$ cat src/sv/pas_pkg.sv
// Shared constants, types and the control-store contents of the alarm scheduler.
package pas_pkg;

  localparam int ALARM_SLOTS_DEF   = 8;
  localparam int CATCHUP_LIMIT_DEF = 4;

  localparam int KIND_W = 2;
  localparam int SLOT_W = 3;
  localparam int TIME_W = 64;

  localparam int RESULT_CAP = 32;
  localparam int NRES_W     = $clog2(RESULT_CAP + 1);

  localparam logic [KIND_W-1:0] KIND_TICK     = 2'd0;
  localparam logic [KIND_W-1:0] KIND_ONESHOT  = 2'd1;
  localparam logic [KIND_W-1:0] KIND_PERIODIC = 2'd2;
  localparam logic [KIND_W-1:0] KIND_CANCEL   = 2'd3;

  localparam int STEP_W     = 3;
  localparam int STEP_COUNT = 1 << STEP_W;

  typedef logic [STEP_W-1:0] step_t;

  localparam step_t STEP_FETCH = 3'd0;
  localparam step_t STEP_READ  = 3'd1;
  localparam step_t STEP_LOAD  = 3'd2;
  localparam step_t STEP_CHECK = 3'd3;
  localparam step_t STEP_FIRE  = 3'd4;
  localparam step_t STEP_NEXT  = 3'd5;
  localparam step_t STEP_FLUSH = 3'd6;
  localparam step_t STEP_SPARE = 3'd7;

  typedef enum logic [2:0] {
    JC_SEQ     = 3'd0,
    JC_ALWAYS  = 3'd1,
    JC_NO_TICK = 3'd2,
    JC_NOT_DUE = 3'd3,
    JC_MORE    = 3'd4
  } jcond_t;

  typedef struct packed {
    logic   accept;
    logic   rd;
    logic   load;
    logic   fire;
    logic   wb;
    logic   advance;
    logic   flush;
    jcond_t jcond;
    step_t  target;
  } ctl_t;

  typedef struct packed {
    logic tick_acc;
    logic due;
    logic more;
    logic hold;
  } stat_t;

  localparam ctl_t [STEP_COUNT-1:0] UCODE = '{
    // STEP_SPARE
    '{accept: 1'b0, rd: 1'b0, load: 1'b0, fire: 1'b0, wb: 1'b0, advance: 1'b0,
      flush: 1'b0, jcond: JC_ALWAYS, target: STEP_FETCH},
    // STEP_FLUSH
    '{accept: 1'b0, rd: 1'b0, load: 1'b0, fire: 1'b0, wb: 1'b0, advance: 1'b0,
      flush: 1'b1, jcond: JC_ALWAYS, target: STEP_FETCH},
    // STEP_NEXT
    '{accept: 1'b0, rd: 1'b0, load: 1'b0, fire: 1'b0, wb: 1'b1, advance: 1'b1,
      flush: 1'b0, jcond: JC_MORE, target: STEP_READ},
    // STEP_FIRE
    '{accept: 1'b0, rd: 1'b0, load: 1'b0, fire: 1'b1, wb: 1'b0, advance: 1'b0,
      flush: 1'b0, jcond: JC_ALWAYS, target: STEP_CHECK},
    // STEP_CHECK
    '{accept: 1'b0, rd: 1'b0, load: 1'b0, fire: 1'b0, wb: 1'b0, advance: 1'b0,
      flush: 1'b0, jcond: JC_NOT_DUE, target: STEP_NEXT},
    // STEP_LOAD
    '{accept: 1'b0, rd: 1'b0, load: 1'b1, fire: 1'b0, wb: 1'b0, advance: 1'b0,
      flush: 1'b0, jcond: JC_SEQ, target: STEP_CHECK},
    // STEP_READ
    '{accept: 1'b0, rd: 1'b1, load: 1'b0, fire: 1'b0, wb: 1'b0, advance: 1'b0,
      flush: 1'b0, jcond: JC_SEQ, target: STEP_LOAD},
    // STEP_FETCH
    '{accept: 1'b1, rd: 1'b0, load: 1'b0, fire: 1'b0, wb: 1'b0, advance: 1'b0,
      flush: 1'b0, jcond: JC_NO_TICK, target: STEP_FETCH}
  };

endpackage

$ cat src/sv/pas_if.sv
// Valid/ready channel interfaces for the request and firing streams.
interface pas_in_if;
  logic                         valid;
  logic                         ready;
  logic [pas_pkg::KIND_W-1:0]   kind;
  logic [pas_pkg::SLOT_W-1:0]   slot;
  logic [pas_pkg::TIME_W-1:0]   time_value;
  logic [pas_pkg::TIME_W-1:0]   period_value;

  modport source (output valid, kind, slot, time_value, period_value, input ready);
  modport sink   (input valid, kind, slot, time_value, period_value, output ready);
endinterface

interface pas_out_if;
  logic                       valid;
  logic                       ready;
  logic [pas_pkg::SLOT_W-1:0] fired_slot;
  logic                       last;

  modport source (output valid, fired_slot, last, input ready);
  modport sink   (input valid, fired_slot, last, output ready);
endinterface

$ cat src/sv/periodic_alarm_scheduler.sv
// Periodic alarm scheduler: time counter, slot table and firing datapath.
//
// Set and cancel beats are taken in the fetch step. A tick walks the slot
// table and stalls while the firing stream is stalled: the microprogram
// spends four steps per slot (read the slot RAMs, load, check, write back)
// and two per firing (fire, check again), the slot RAMs having one
// registered read port; the walk stops early once a tick has given 32
// firings. The last firing of a tick is held one beat so it can carry the
// last flag. A slot fires at most CATCHUP_LIMIT times per tick and a tick
// gives at most 32 firings; the rest wait for later ticks. Sets and cancels
// naming a slot beyond the table are dropped.
module periodic_alarm_scheduler #(
  parameter int ALARM_SLOTS   = pas_pkg::ALARM_SLOTS_DEF,
  parameter int CATCHUP_LIMIT = pas_pkg::CATCHUP_LIMIT_DEF
) (
  input  logic      clk,
  input  logic      rst,
  pas_in_if.sink    alarm_in,
  pas_out_if.source alarm_out
);

  localparam int SW    = (ALARM_SLOTS > 1) ? $clog2(ALARM_SLOTS) : 1;
  localparam int CNT_W = $clog2(CATCHUP_LIMIT + 1);
  localparam int XW    = SW + pas_pkg::SLOT_W;
  localparam int TW    = pas_pkg::TIME_W;

  pas_pkg::ctl_t  ctl;
  pas_pkg::stat_t stat;

  logic [TW-1:0]                     now;
  logic [SW-1:0]                     s;
  logic [pas_pkg::NRES_W-1:0]        nres;
  logic [CNT_W-1:0]                  count;
  logic [TW-1:0]                     ft;
  logic [TW-1:0]                     per;
  logic [ALARM_SLOTS-1:0]            armed;
  logic                              pend_valid;
  logic [pas_pkg::SLOT_W-1:0]        pend_slot;
  logic                              out_valid;
  logic [pas_pkg::SLOT_W-1:0]        out_slot;
  logic                              out_last;

  logic          acc;
  logic          tick_acc;
  logic          in_range;
  logic          set_go;
  logic          cancel_go;
  logic [XW-1:0] slot_ext;
  logic [SW-1:0] set_addr;
  logic          out_free;
  logic          hold;
  logic          fire_go;
  logic          flush_go;
  logic          due;
  logic          more;

  logic          ft_we;
  logic [SW-1:0] ram_waddr;
  logic [TW-1:0] ft_wdata;
  logic [TW-1:0] per_wdata;
  logic [TW-1:0] ft_rdata;
  logic [TW-1:0] per_rdata;

  pas_useq u_useq (
    .clk  (clk),
    .rst  (rst),
    .stat (stat),
    .ctl  (ctl)
  );

  pas_ram #(.WIDTH(TW), .DEPTH(ALARM_SLOTS)) u_ft_ram (
    .clk   (clk),
    .we    (ft_we),
    .waddr (ram_waddr),
    .wdata (ft_wdata),
    .raddr (s),
    .rdata (ft_rdata)
  );

  pas_ram #(.WIDTH(TW), .DEPTH(ALARM_SLOTS)) u_per_ram (
    .clk   (clk),
    .we    (set_go),
    .waddr (ram_waddr),
    .wdata (per_wdata),
    .raddr (s),
    .rdata (per_rdata)
  );

  assign alarm_in.ready       = ctl.accept;
  assign alarm_out.valid      = out_valid;
  assign alarm_out.fired_slot = out_slot;
  assign alarm_out.last       = out_last;

  assign acc       = ctl.accept && alarm_in.valid;
  assign tick_acc  = acc && (alarm_in.kind == pas_pkg::KIND_TICK);
  assign slot_ext  = XW'(alarm_in.slot);
  assign set_addr  = slot_ext[SW-1:0];
  assign in_range  = slot_ext < XW'(ALARM_SLOTS);
  assign set_go    = acc && in_range && ((alarm_in.kind == pas_pkg::KIND_ONESHOT) ||
                                         (alarm_in.kind == pas_pkg::KIND_PERIODIC));
  assign cancel_go = acc && in_range && (alarm_in.kind == pas_pkg::KIND_CANCEL);

  assign ft_we     = set_go || ctl.wb;
  assign ram_waddr = ctl.wb ? s : set_addr;
  assign ft_wdata  = ctl.wb ? ft :
                     (alarm_in.kind == pas_pkg::KIND_ONESHOT) ? now + alarm_in.time_value :
                     alarm_in.time_value;
  assign per_wdata = (alarm_in.kind == pas_pkg::KIND_ONESHOT) ? '0 : alarm_in.period_value;

  assign out_free = !out_valid || alarm_out.ready;
  assign hold     = (ctl.fire || ctl.flush) && pend_valid && !out_free;
  assign fire_go  = ctl.fire && !hold;
  assign flush_go = ctl.flush && !hold && pend_valid;

  assign due  = armed[s] && (ft < now) && (count < CNT_W'(CATCHUP_LIMIT)) &&
                (nres < pas_pkg::NRES_W'(pas_pkg::RESULT_CAP));
  assign more = (s != SW'(ALARM_SLOTS - 1)) &&
                (nres != pas_pkg::NRES_W'(pas_pkg::RESULT_CAP));

  assign stat = '{tick_acc: tick_acc, due: due, more: more, hold: hold};

  always_ff @(posedge clk) begin
    if (rst) begin
      now        <= '0;
      armed      <= '0;
      pend_valid <= 1'b0;
      out_valid  <= 1'b0;
      s          <= '0;
      nres       <= '0;
      count      <= '0;
    end else begin
      if (tick_acc) begin
        now  <= now + TW'(1);
        s    <= '0;
        nres <= '0;
      end
      if (ctl.advance && more) begin
        s <= s + SW'(1);
      end
      if (ctl.rd) begin
        count <= '0;
      end
      if (set_go) begin
        armed[set_addr] <= 1'b1;
      end
      if (cancel_go) begin
        armed[set_addr] <= 1'b0;
      end
      if ((fire_go && pend_valid) || flush_go) begin
        out_valid <= 1'b1;
      end else if (alarm_out.ready) begin
        out_valid <= 1'b0;
      end
      if (fire_go) begin
        nres       <= nres + pas_pkg::NRES_W'(1);
        count      <= count + CNT_W'(1);
        pend_valid <= 1'b1;
        if (per == '0) begin
          armed[s] <= 1'b0;
        end
      end
      if (flush_go) begin
        pend_valid <= 1'b0;
      end
    end
  end

  always_ff @(posedge clk) begin
    if (ctl.load) begin
      ft  <= ft_rdata;
      per <= per_rdata;
    end else if (fire_go && per != '0) begin
      ft <= ft + per;
    end
    if (fire_go) begin
      pend_slot <= pas_pkg::SLOT_W'(s);
      if (pend_valid) begin
        out_slot <= pend_slot;
        out_last <= 1'b0;
      end
    end
    if (flush_go) begin
      out_slot <= pend_slot;
      out_last <= 1'b1;
    end
  end

`ifndef NO_ASSERTIONS
  a_no_pend_at_fetch: assert property (@(posedge clk) disable iff (rst)
    ctl.accept |-> !pend_valid)
    else $error("firing still held while taking a new beat");

  a_result_cap: assert property (@(posedge clk) disable iff (rst)
    nres <= pas_pkg::NRES_W'(pas_pkg::RESULT_CAP))
    else $error("firing count per tick over its cap");

  a_catchup_cap: assert property (@(posedge clk) disable iff (rst)
    count <= CNT_W'(CATCHUP_LIMIT))
    else $error("catch-up count over its limit");

  a_fire_entry_due: assert property (@(posedge clk) disable iff (rst)
    (ctl.fire && !$past(ctl.fire)) |-> $past(due))
    else $error("fire step entered for a slot not due");
`endif

endmodule

$ cat src/sv/pas_ram.sv
// Generic simple dual-port RAM with registered read.
module pas_ram #(
  parameter int WIDTH = 64,
  parameter int DEPTH = 8,
  localparam int AW   = (DEPTH > 1) ? $clog2(DEPTH) : 1
) (
  input  logic             clk,
  input  logic             we,
  input  logic [AW-1:0]    waddr,
  input  logic [WIDTH-1:0] wdata,
  input  logic [AW-1:0]    raddr,
  output logic [WIDTH-1:0] rdata
);

  logic [WIDTH-1:0] mem [DEPTH];

  always_ff @(posedge clk) begin
    if (we) begin
      mem[waddr] <= wdata;
    end
    rdata <= mem[raddr];
  end

endmodule

$ cat src/sv/pas_useq.sv
// Microcode sequencer: step counter, control store and jump logic.
module pas_useq (
  input  logic           clk,
  input  logic           rst,
  input  pas_pkg::stat_t stat,
  output pas_pkg::ctl_t  ctl
);

  pas_pkg::step_t step;
  pas_pkg::step_t step_next;

  assign ctl = pas_pkg::UCODE[step];

  always_comb begin
    step_next = step + pas_pkg::step_t'(1);
    case (ctl.jcond)
      pas_pkg::JC_SEQ:     step_next = step + pas_pkg::step_t'(1);
      pas_pkg::JC_ALWAYS:  step_next = ctl.target;
      pas_pkg::JC_NO_TICK: step_next = stat.tick_acc ? step + pas_pkg::step_t'(1) : ctl.target;
      pas_pkg::JC_NOT_DUE: step_next = stat.due ? step + pas_pkg::step_t'(1) : ctl.target;
      pas_pkg::JC_MORE:    step_next = stat.more ? ctl.target : step + pas_pkg::step_t'(1);
      default:             step_next = pas_pkg::STEP_FETCH;
    endcase
    if (stat.hold) begin
      step_next = step;
    end
  end

  always_ff @(posedge clk) begin
    if (rst) begin
      step <= pas_pkg::STEP_FETCH;
    end else begin
      step <= step_next;
    end
  end

endmodule

$ cat src/flat_wrapper.sv
// flat-port wrapper written by rule: the top's interface ports become plain ports
module periodic_alarm_scheduler_flat 
#(
  parameter int ALARM_SLOTS   = pas_pkg::ALARM_SLOTS_DEF,
  parameter int CATCHUP_LIMIT = pas_pkg::CATCHUP_LIMIT_DEF
)
  (clk, rst, alarm_in_valid, alarm_in_kind, alarm_in_slot, alarm_in_time_value, alarm_in_period_value, alarm_in_ready, alarm_out_valid, alarm_out_fired_slot, alarm_out_last, alarm_out_ready);
  pas_in_if alarm_in_i ();
  pas_out_if alarm_out_i ();
  input  logic clk;
  input  logic rst;
  input wire logic [$bits(alarm_in_i.valid)-1:0] alarm_in_valid;
  input wire logic [$bits(alarm_in_i.kind)-1:0] alarm_in_kind;
  input wire logic [$bits(alarm_in_i.slot)-1:0] alarm_in_slot;
  input wire logic [$bits(alarm_in_i.time_value)-1:0] alarm_in_time_value;
  input wire logic [$bits(alarm_in_i.period_value)-1:0] alarm_in_period_value;
  output wire logic [$bits(alarm_in_i.ready)-1:0] alarm_in_ready;
  output wire logic [$bits(alarm_out_i.valid)-1:0] alarm_out_valid;
  output wire logic [$bits(alarm_out_i.fired_slot)-1:0] alarm_out_fired_slot;
  output wire logic [$bits(alarm_out_i.last)-1:0] alarm_out_last;
  input wire logic [$bits(alarm_out_i.ready)-1:0] alarm_out_ready;
  assign alarm_in_i.valid = alarm_in_valid;
  assign alarm_in_i.kind = alarm_in_kind;
  assign alarm_in_i.slot = alarm_in_slot;
  assign alarm_in_i.time_value = alarm_in_time_value;
  assign alarm_in_i.period_value = alarm_in_period_value;
  assign alarm_in_ready = alarm_in_i.ready;
  assign alarm_out_valid = alarm_out_i.valid;
  assign alarm_out_fired_slot = alarm_out_i.fired_slot;
  assign alarm_out_last = alarm_out_i.last;
  assign alarm_out_i.ready = alarm_out_ready;
  periodic_alarm_scheduler #(.ALARM_SLOTS(ALARM_SLOTS), .CATCHUP_LIMIT(CATCHUP_LIMIT)) u_core (.clk(clk), .rst(rst), .alarm_in(alarm_in_i), .alarm_out(alarm_out_i));
endmodule
$ cat config.mk
export PLATFORM = sky130hd
export DESIGN_NAME = periodic_alarm_scheduler_flat
export DESIGN_NICKNAME = d
export VERILOG_FILES = /design/src/sv/pas_pkg.sv /design/src/sv/pas_if.sv /design/src/sv/periodic_alarm_scheduler.sv /design/src/sv/pas_ram.sv /design/src/sv/pas_useq.sv /design/src/flat_wrapper.sv
export SDC_FILE = /design/constraint.sdc
export NUM_CORES = 2
export LEC_CHECK = 0
export BUFFER_PORTS_ARGS = -buffer_cell sky130_fd_sc_hd__buf_2
export CORE_UTILIZATION = 68
export DETAILED_ROUTE_END_ITERATION = 7
export PLACE_DENSITY = 0.94
export SLEW_MARGIN = 15
export SYNTH_ARGS = -nofsm -noshare
export SYNTH_HDL_FRONTEND = slang
export SYNTH_HIERARCHICAL = 1
export SYNTH_SLANG_ARGS = --single-unit
$ cat constraint.sdc
create_clock -name clk -period 12.5 [get_ports clk]
set_clock_uncertainty 0.05 [all_clocks]
set_input_delay 1.25 -clock clk [delete_from_list [all_inputs] [get_ports clk]]
set_output_delay 1.25 -clock clk [all_outputs]
set_load 0.02 [all_outputs]
==> metrics.cfg <==
[outcome]
status = finished with violations
violations = DRC

[final_layout]
drive_gt1_share_pct = 20.0
register_area_sq_um = 39400
final_nets = 4526
syn_to_final_growth_pct = 10.4
multi_input_area_sq_um = 20600
fin_util_pct = 76.0
n_fill_cell = 4691
design_area_sq_um = 67500

[placed_design]
hpwl_mm = 95.2
globalplace.congestion = 0.997
port_buffers = 142
placed_area_sq_um = 62900

[timing]
hold_viol = 0
setup_viol = 0
slew_headroom_pct = 20.2
tns_ns = 0
timing.hold.ws_ns = 0.353
period_needed_ns = 5.29
finalMaxSlewViolations = 0
fmax_mhz = 189
grt_setup_unrepaired = false
worst_pin_slew_ns = 1.20
period_share_pct = 42.3

[hold_path]
min_path_type = flip-flop to flip-flop
worstHoldStart = u_core/u_per_ram/rdata[59]

[drt]
met2WireLength_mm = 73.6
drt_iter0_markers = 5360
first_pass_iters = 8
drtAntennaViolNets = 0
detail_route.wirelength_mm = 157
top_layer = met5
wl_met3_mm = 18.9
via_per_inst = 6.97
drc_errors = 17
met1_length_mm = 56.3
vias = 38100
wl_per_cell_um = 28.8

[pwr]
power_density_nw_per_um2 = 168
power_leakage_nw = 22.7
ir_drop_mv = 0.153

[grt]
grt_pass1_wl_mm = 233
grt_overflow = 0
grt_pass1_vias = 37300
antenna_found_initial = 13
grt_max_degree = 94
grt.total_usage_pct = 34.8

[synth]
synth_warnings = 6
synth.yosys.seq_area_share_pct = 64.3
synth_top_area_share_pct = 56.8
synth_edf_count = 1158
synth_area_sq_um = 61200
synth-async-reset-ratio_pct = 0
syn_nets = 4384
synth_ff_type = edfxtp_1
synth_cells = 4040
ys_types = 97
postSynthAreaPerCell_sq_um = 15.1
yosys_register_bits = 1387
synthTopCellsByArea = edfxtp_1 57%, mux4_2 9.4%, dfxtp_1 7.5%
synth_top_cell_by_area = edfxtp_1

[cts]
clock-sinks = 1387
h-tree-depth = 4
cts_buffers = 137
clkLatencyLatePin_ns = 0.76
clockBufferDepth = 3
cts_setup_buffers = 0
cts_tree = done
clockRootBuffer = clkbuf_16
cts_resized = 0
clk_pin_slew_ns = 0.06
cts_hold_buf = 0

[setup_path]
crit_arrival_ns = 5.66
cp-end-kind = flip-flop
critPathMaxFanout = 8
timing.critical_path.from = alarm_in_time_value[0]
r2r_setup_slack_ns = 7.28
startpoint_type = input port
crit_type = input port to flip-flop
r2r_start = u_core/now[1]
required_ns = 12.87

[job]
drv_cap = 0

[floorplan]
ios = 143
die_y_um = 302
initial_core_util_pct = 68.9
core_area_sq_um = 88800
die_w_um = 302
fp-row-count = 109
die_area_sq_um = 91200

[where the power goes]
part | switching, mW | internal, mW
clock network | 1.79 | 2.38
logic | 1.06 | 0.601
registers | 0.203 | 5.33
[critical path: stages]
cell and delay [ns]:
buf_2 0.11, ha_1 0.23, fa_1 0.48, a21o_1 0.26, a31oi_1 0.31, o31a_1 0.32, a21oi_1 0.12, a211oi_1 0.77
o21ai_0 0.39, or2_2 0.40, a21boi_0 0.23, xor2_1 0.11, o21ai_0 0.67
[synth_stat cells, drive strengths merged, types with 7 or more instances]
| master | instances |
|---|---|
| nand4 | 60 |
| dfxtp | 229 |
| a221oi | 14 |
| a21o | 90 |
| a21boi | 11 |
| edfxtp | 1158 |
| xnor2 | 127 |
| nor2 | 186 |
| nor2b | 98 |
| o221ai | 8 |
| o21bai | 27 |
| nor4 | 32 |
| nand2 | 264 |
| buf | 62 |
| a21oi | 197 |
| clkbuf | 115 |
| o31ai | 8 |
| nand2b | 24 |
| o21a | 15 |
| a211oi | 18 |
| nand3 | 50 |
| o21ai | 219 |
| ha | 205 |
| mux4 | 256 |
| and3 | 14 |
| a2111oi | 10 |
| nor3 | 38 |
| a22oi | 13 |
| inv | 117 |
| nand3b | 12 |
| mux2 | 137 |
| mux2i | 43 |
| or3 | 16 |
| and2 | 19 |
| xor2 | 46 |
| or4 | 7 |
| a31oi | 18 |
[kinds of logic after synthesis]
family                     share of synthesized area [%]
and+or+nand+nor                                     7.09
adders and majority gates                           4.26
muxes                                               12.7
AOI/OAI and AO/OA                                   7.02
DFF                                                 64.3
buffers and inverters                               2.15
xor gates and xnor gates                            2.48
[metal layers]
metal	vias up	track usage, %
met5	-	0
li1	16000	-
met3	639	7.70
met1	18700	47.1
met4	16	16.4
met2	2836	54.6
[cell usage in the layout, fill, tap and decap left out, types with 34 or more instances in the layout]
cell type / count
buf_4: 39
nand3_1: 46
buf_2: 141
mux4_2: 256
dfxtp_1: 224
nand4_1: 60
nor2_1: 172
xnor2_1: 127
clkbuf_16: 142
inv_1: 115
mux2_2: 136
nor2b_1: 98
nand2_1: 263
a21oi_1: 195
clkbuf_1: 34
a21o_1: 90
mux2i_1: 43
o21ai_0: 203
edfxtp_1: 1158
ha_1: 204
xor2_1: 46
[worst paths after layout]
check	end	cells after the start
worst min-delay path	u_core/per[59]	0
worst max-delay path	u_core/u_ft_ram/mem[2][48]	13
worst max register to register	u_core/u_useq/ctl[1]	19
worst min register to register	u_core/per[59]	0
[area by class of cell]
class	count	area share, %
repair buffers	180	1.48
well taps	1165	2.16
inverters	117	0.658
diodes	7	0.0259
multi-input cells	2359	30.6
clock buffers	192	5.78
clock inverters	63	1.01
flip-flops and latches	1387	58.3
[stage by stage]
stage                     total power, mW  std cells  setup WS, ns
final                                11.4       5470          7.21
after global routing                 11.7       5465          7.08
after CTS                            11.3       5463          7.40
after detailed placement             7.15       5208          6.65
after global placement               7.06       5208          6.79
after floorplan                      6.66       4040          5.63
[flip-flops by register name, summed over array words and instances (netlist names)]
| signal | cells |
|---|---|
| u_core/u_ft_ram/mem | 512 |
| u_core/u_per_ram/mem | 512 |
| u_core/ft | 64 |
| u_core/now | 64 |
| u_core/per | 64 |
| u_core/u_ft_ram/rdata | 64 |
| u_core/u_per_ram/rdata | 64 |
| u_core/u_useq/ctl | 11 |
| u_core/armed | 8 |
| u_core/nres | 6 |
| u_core/alarm_out.fired_slot | 3 |
| u_core/count | 3 |
| u_core/pend_slot | 3 |
| u_core/s | 3 |
| u_core/u_useq/step | 3 |
| u_core/alarm_out.last | 1 |
| u_core/alarm_out.valid | 1 |
| u_core/pend_valid | 1 |
Power figures use the tool's default switching activity.
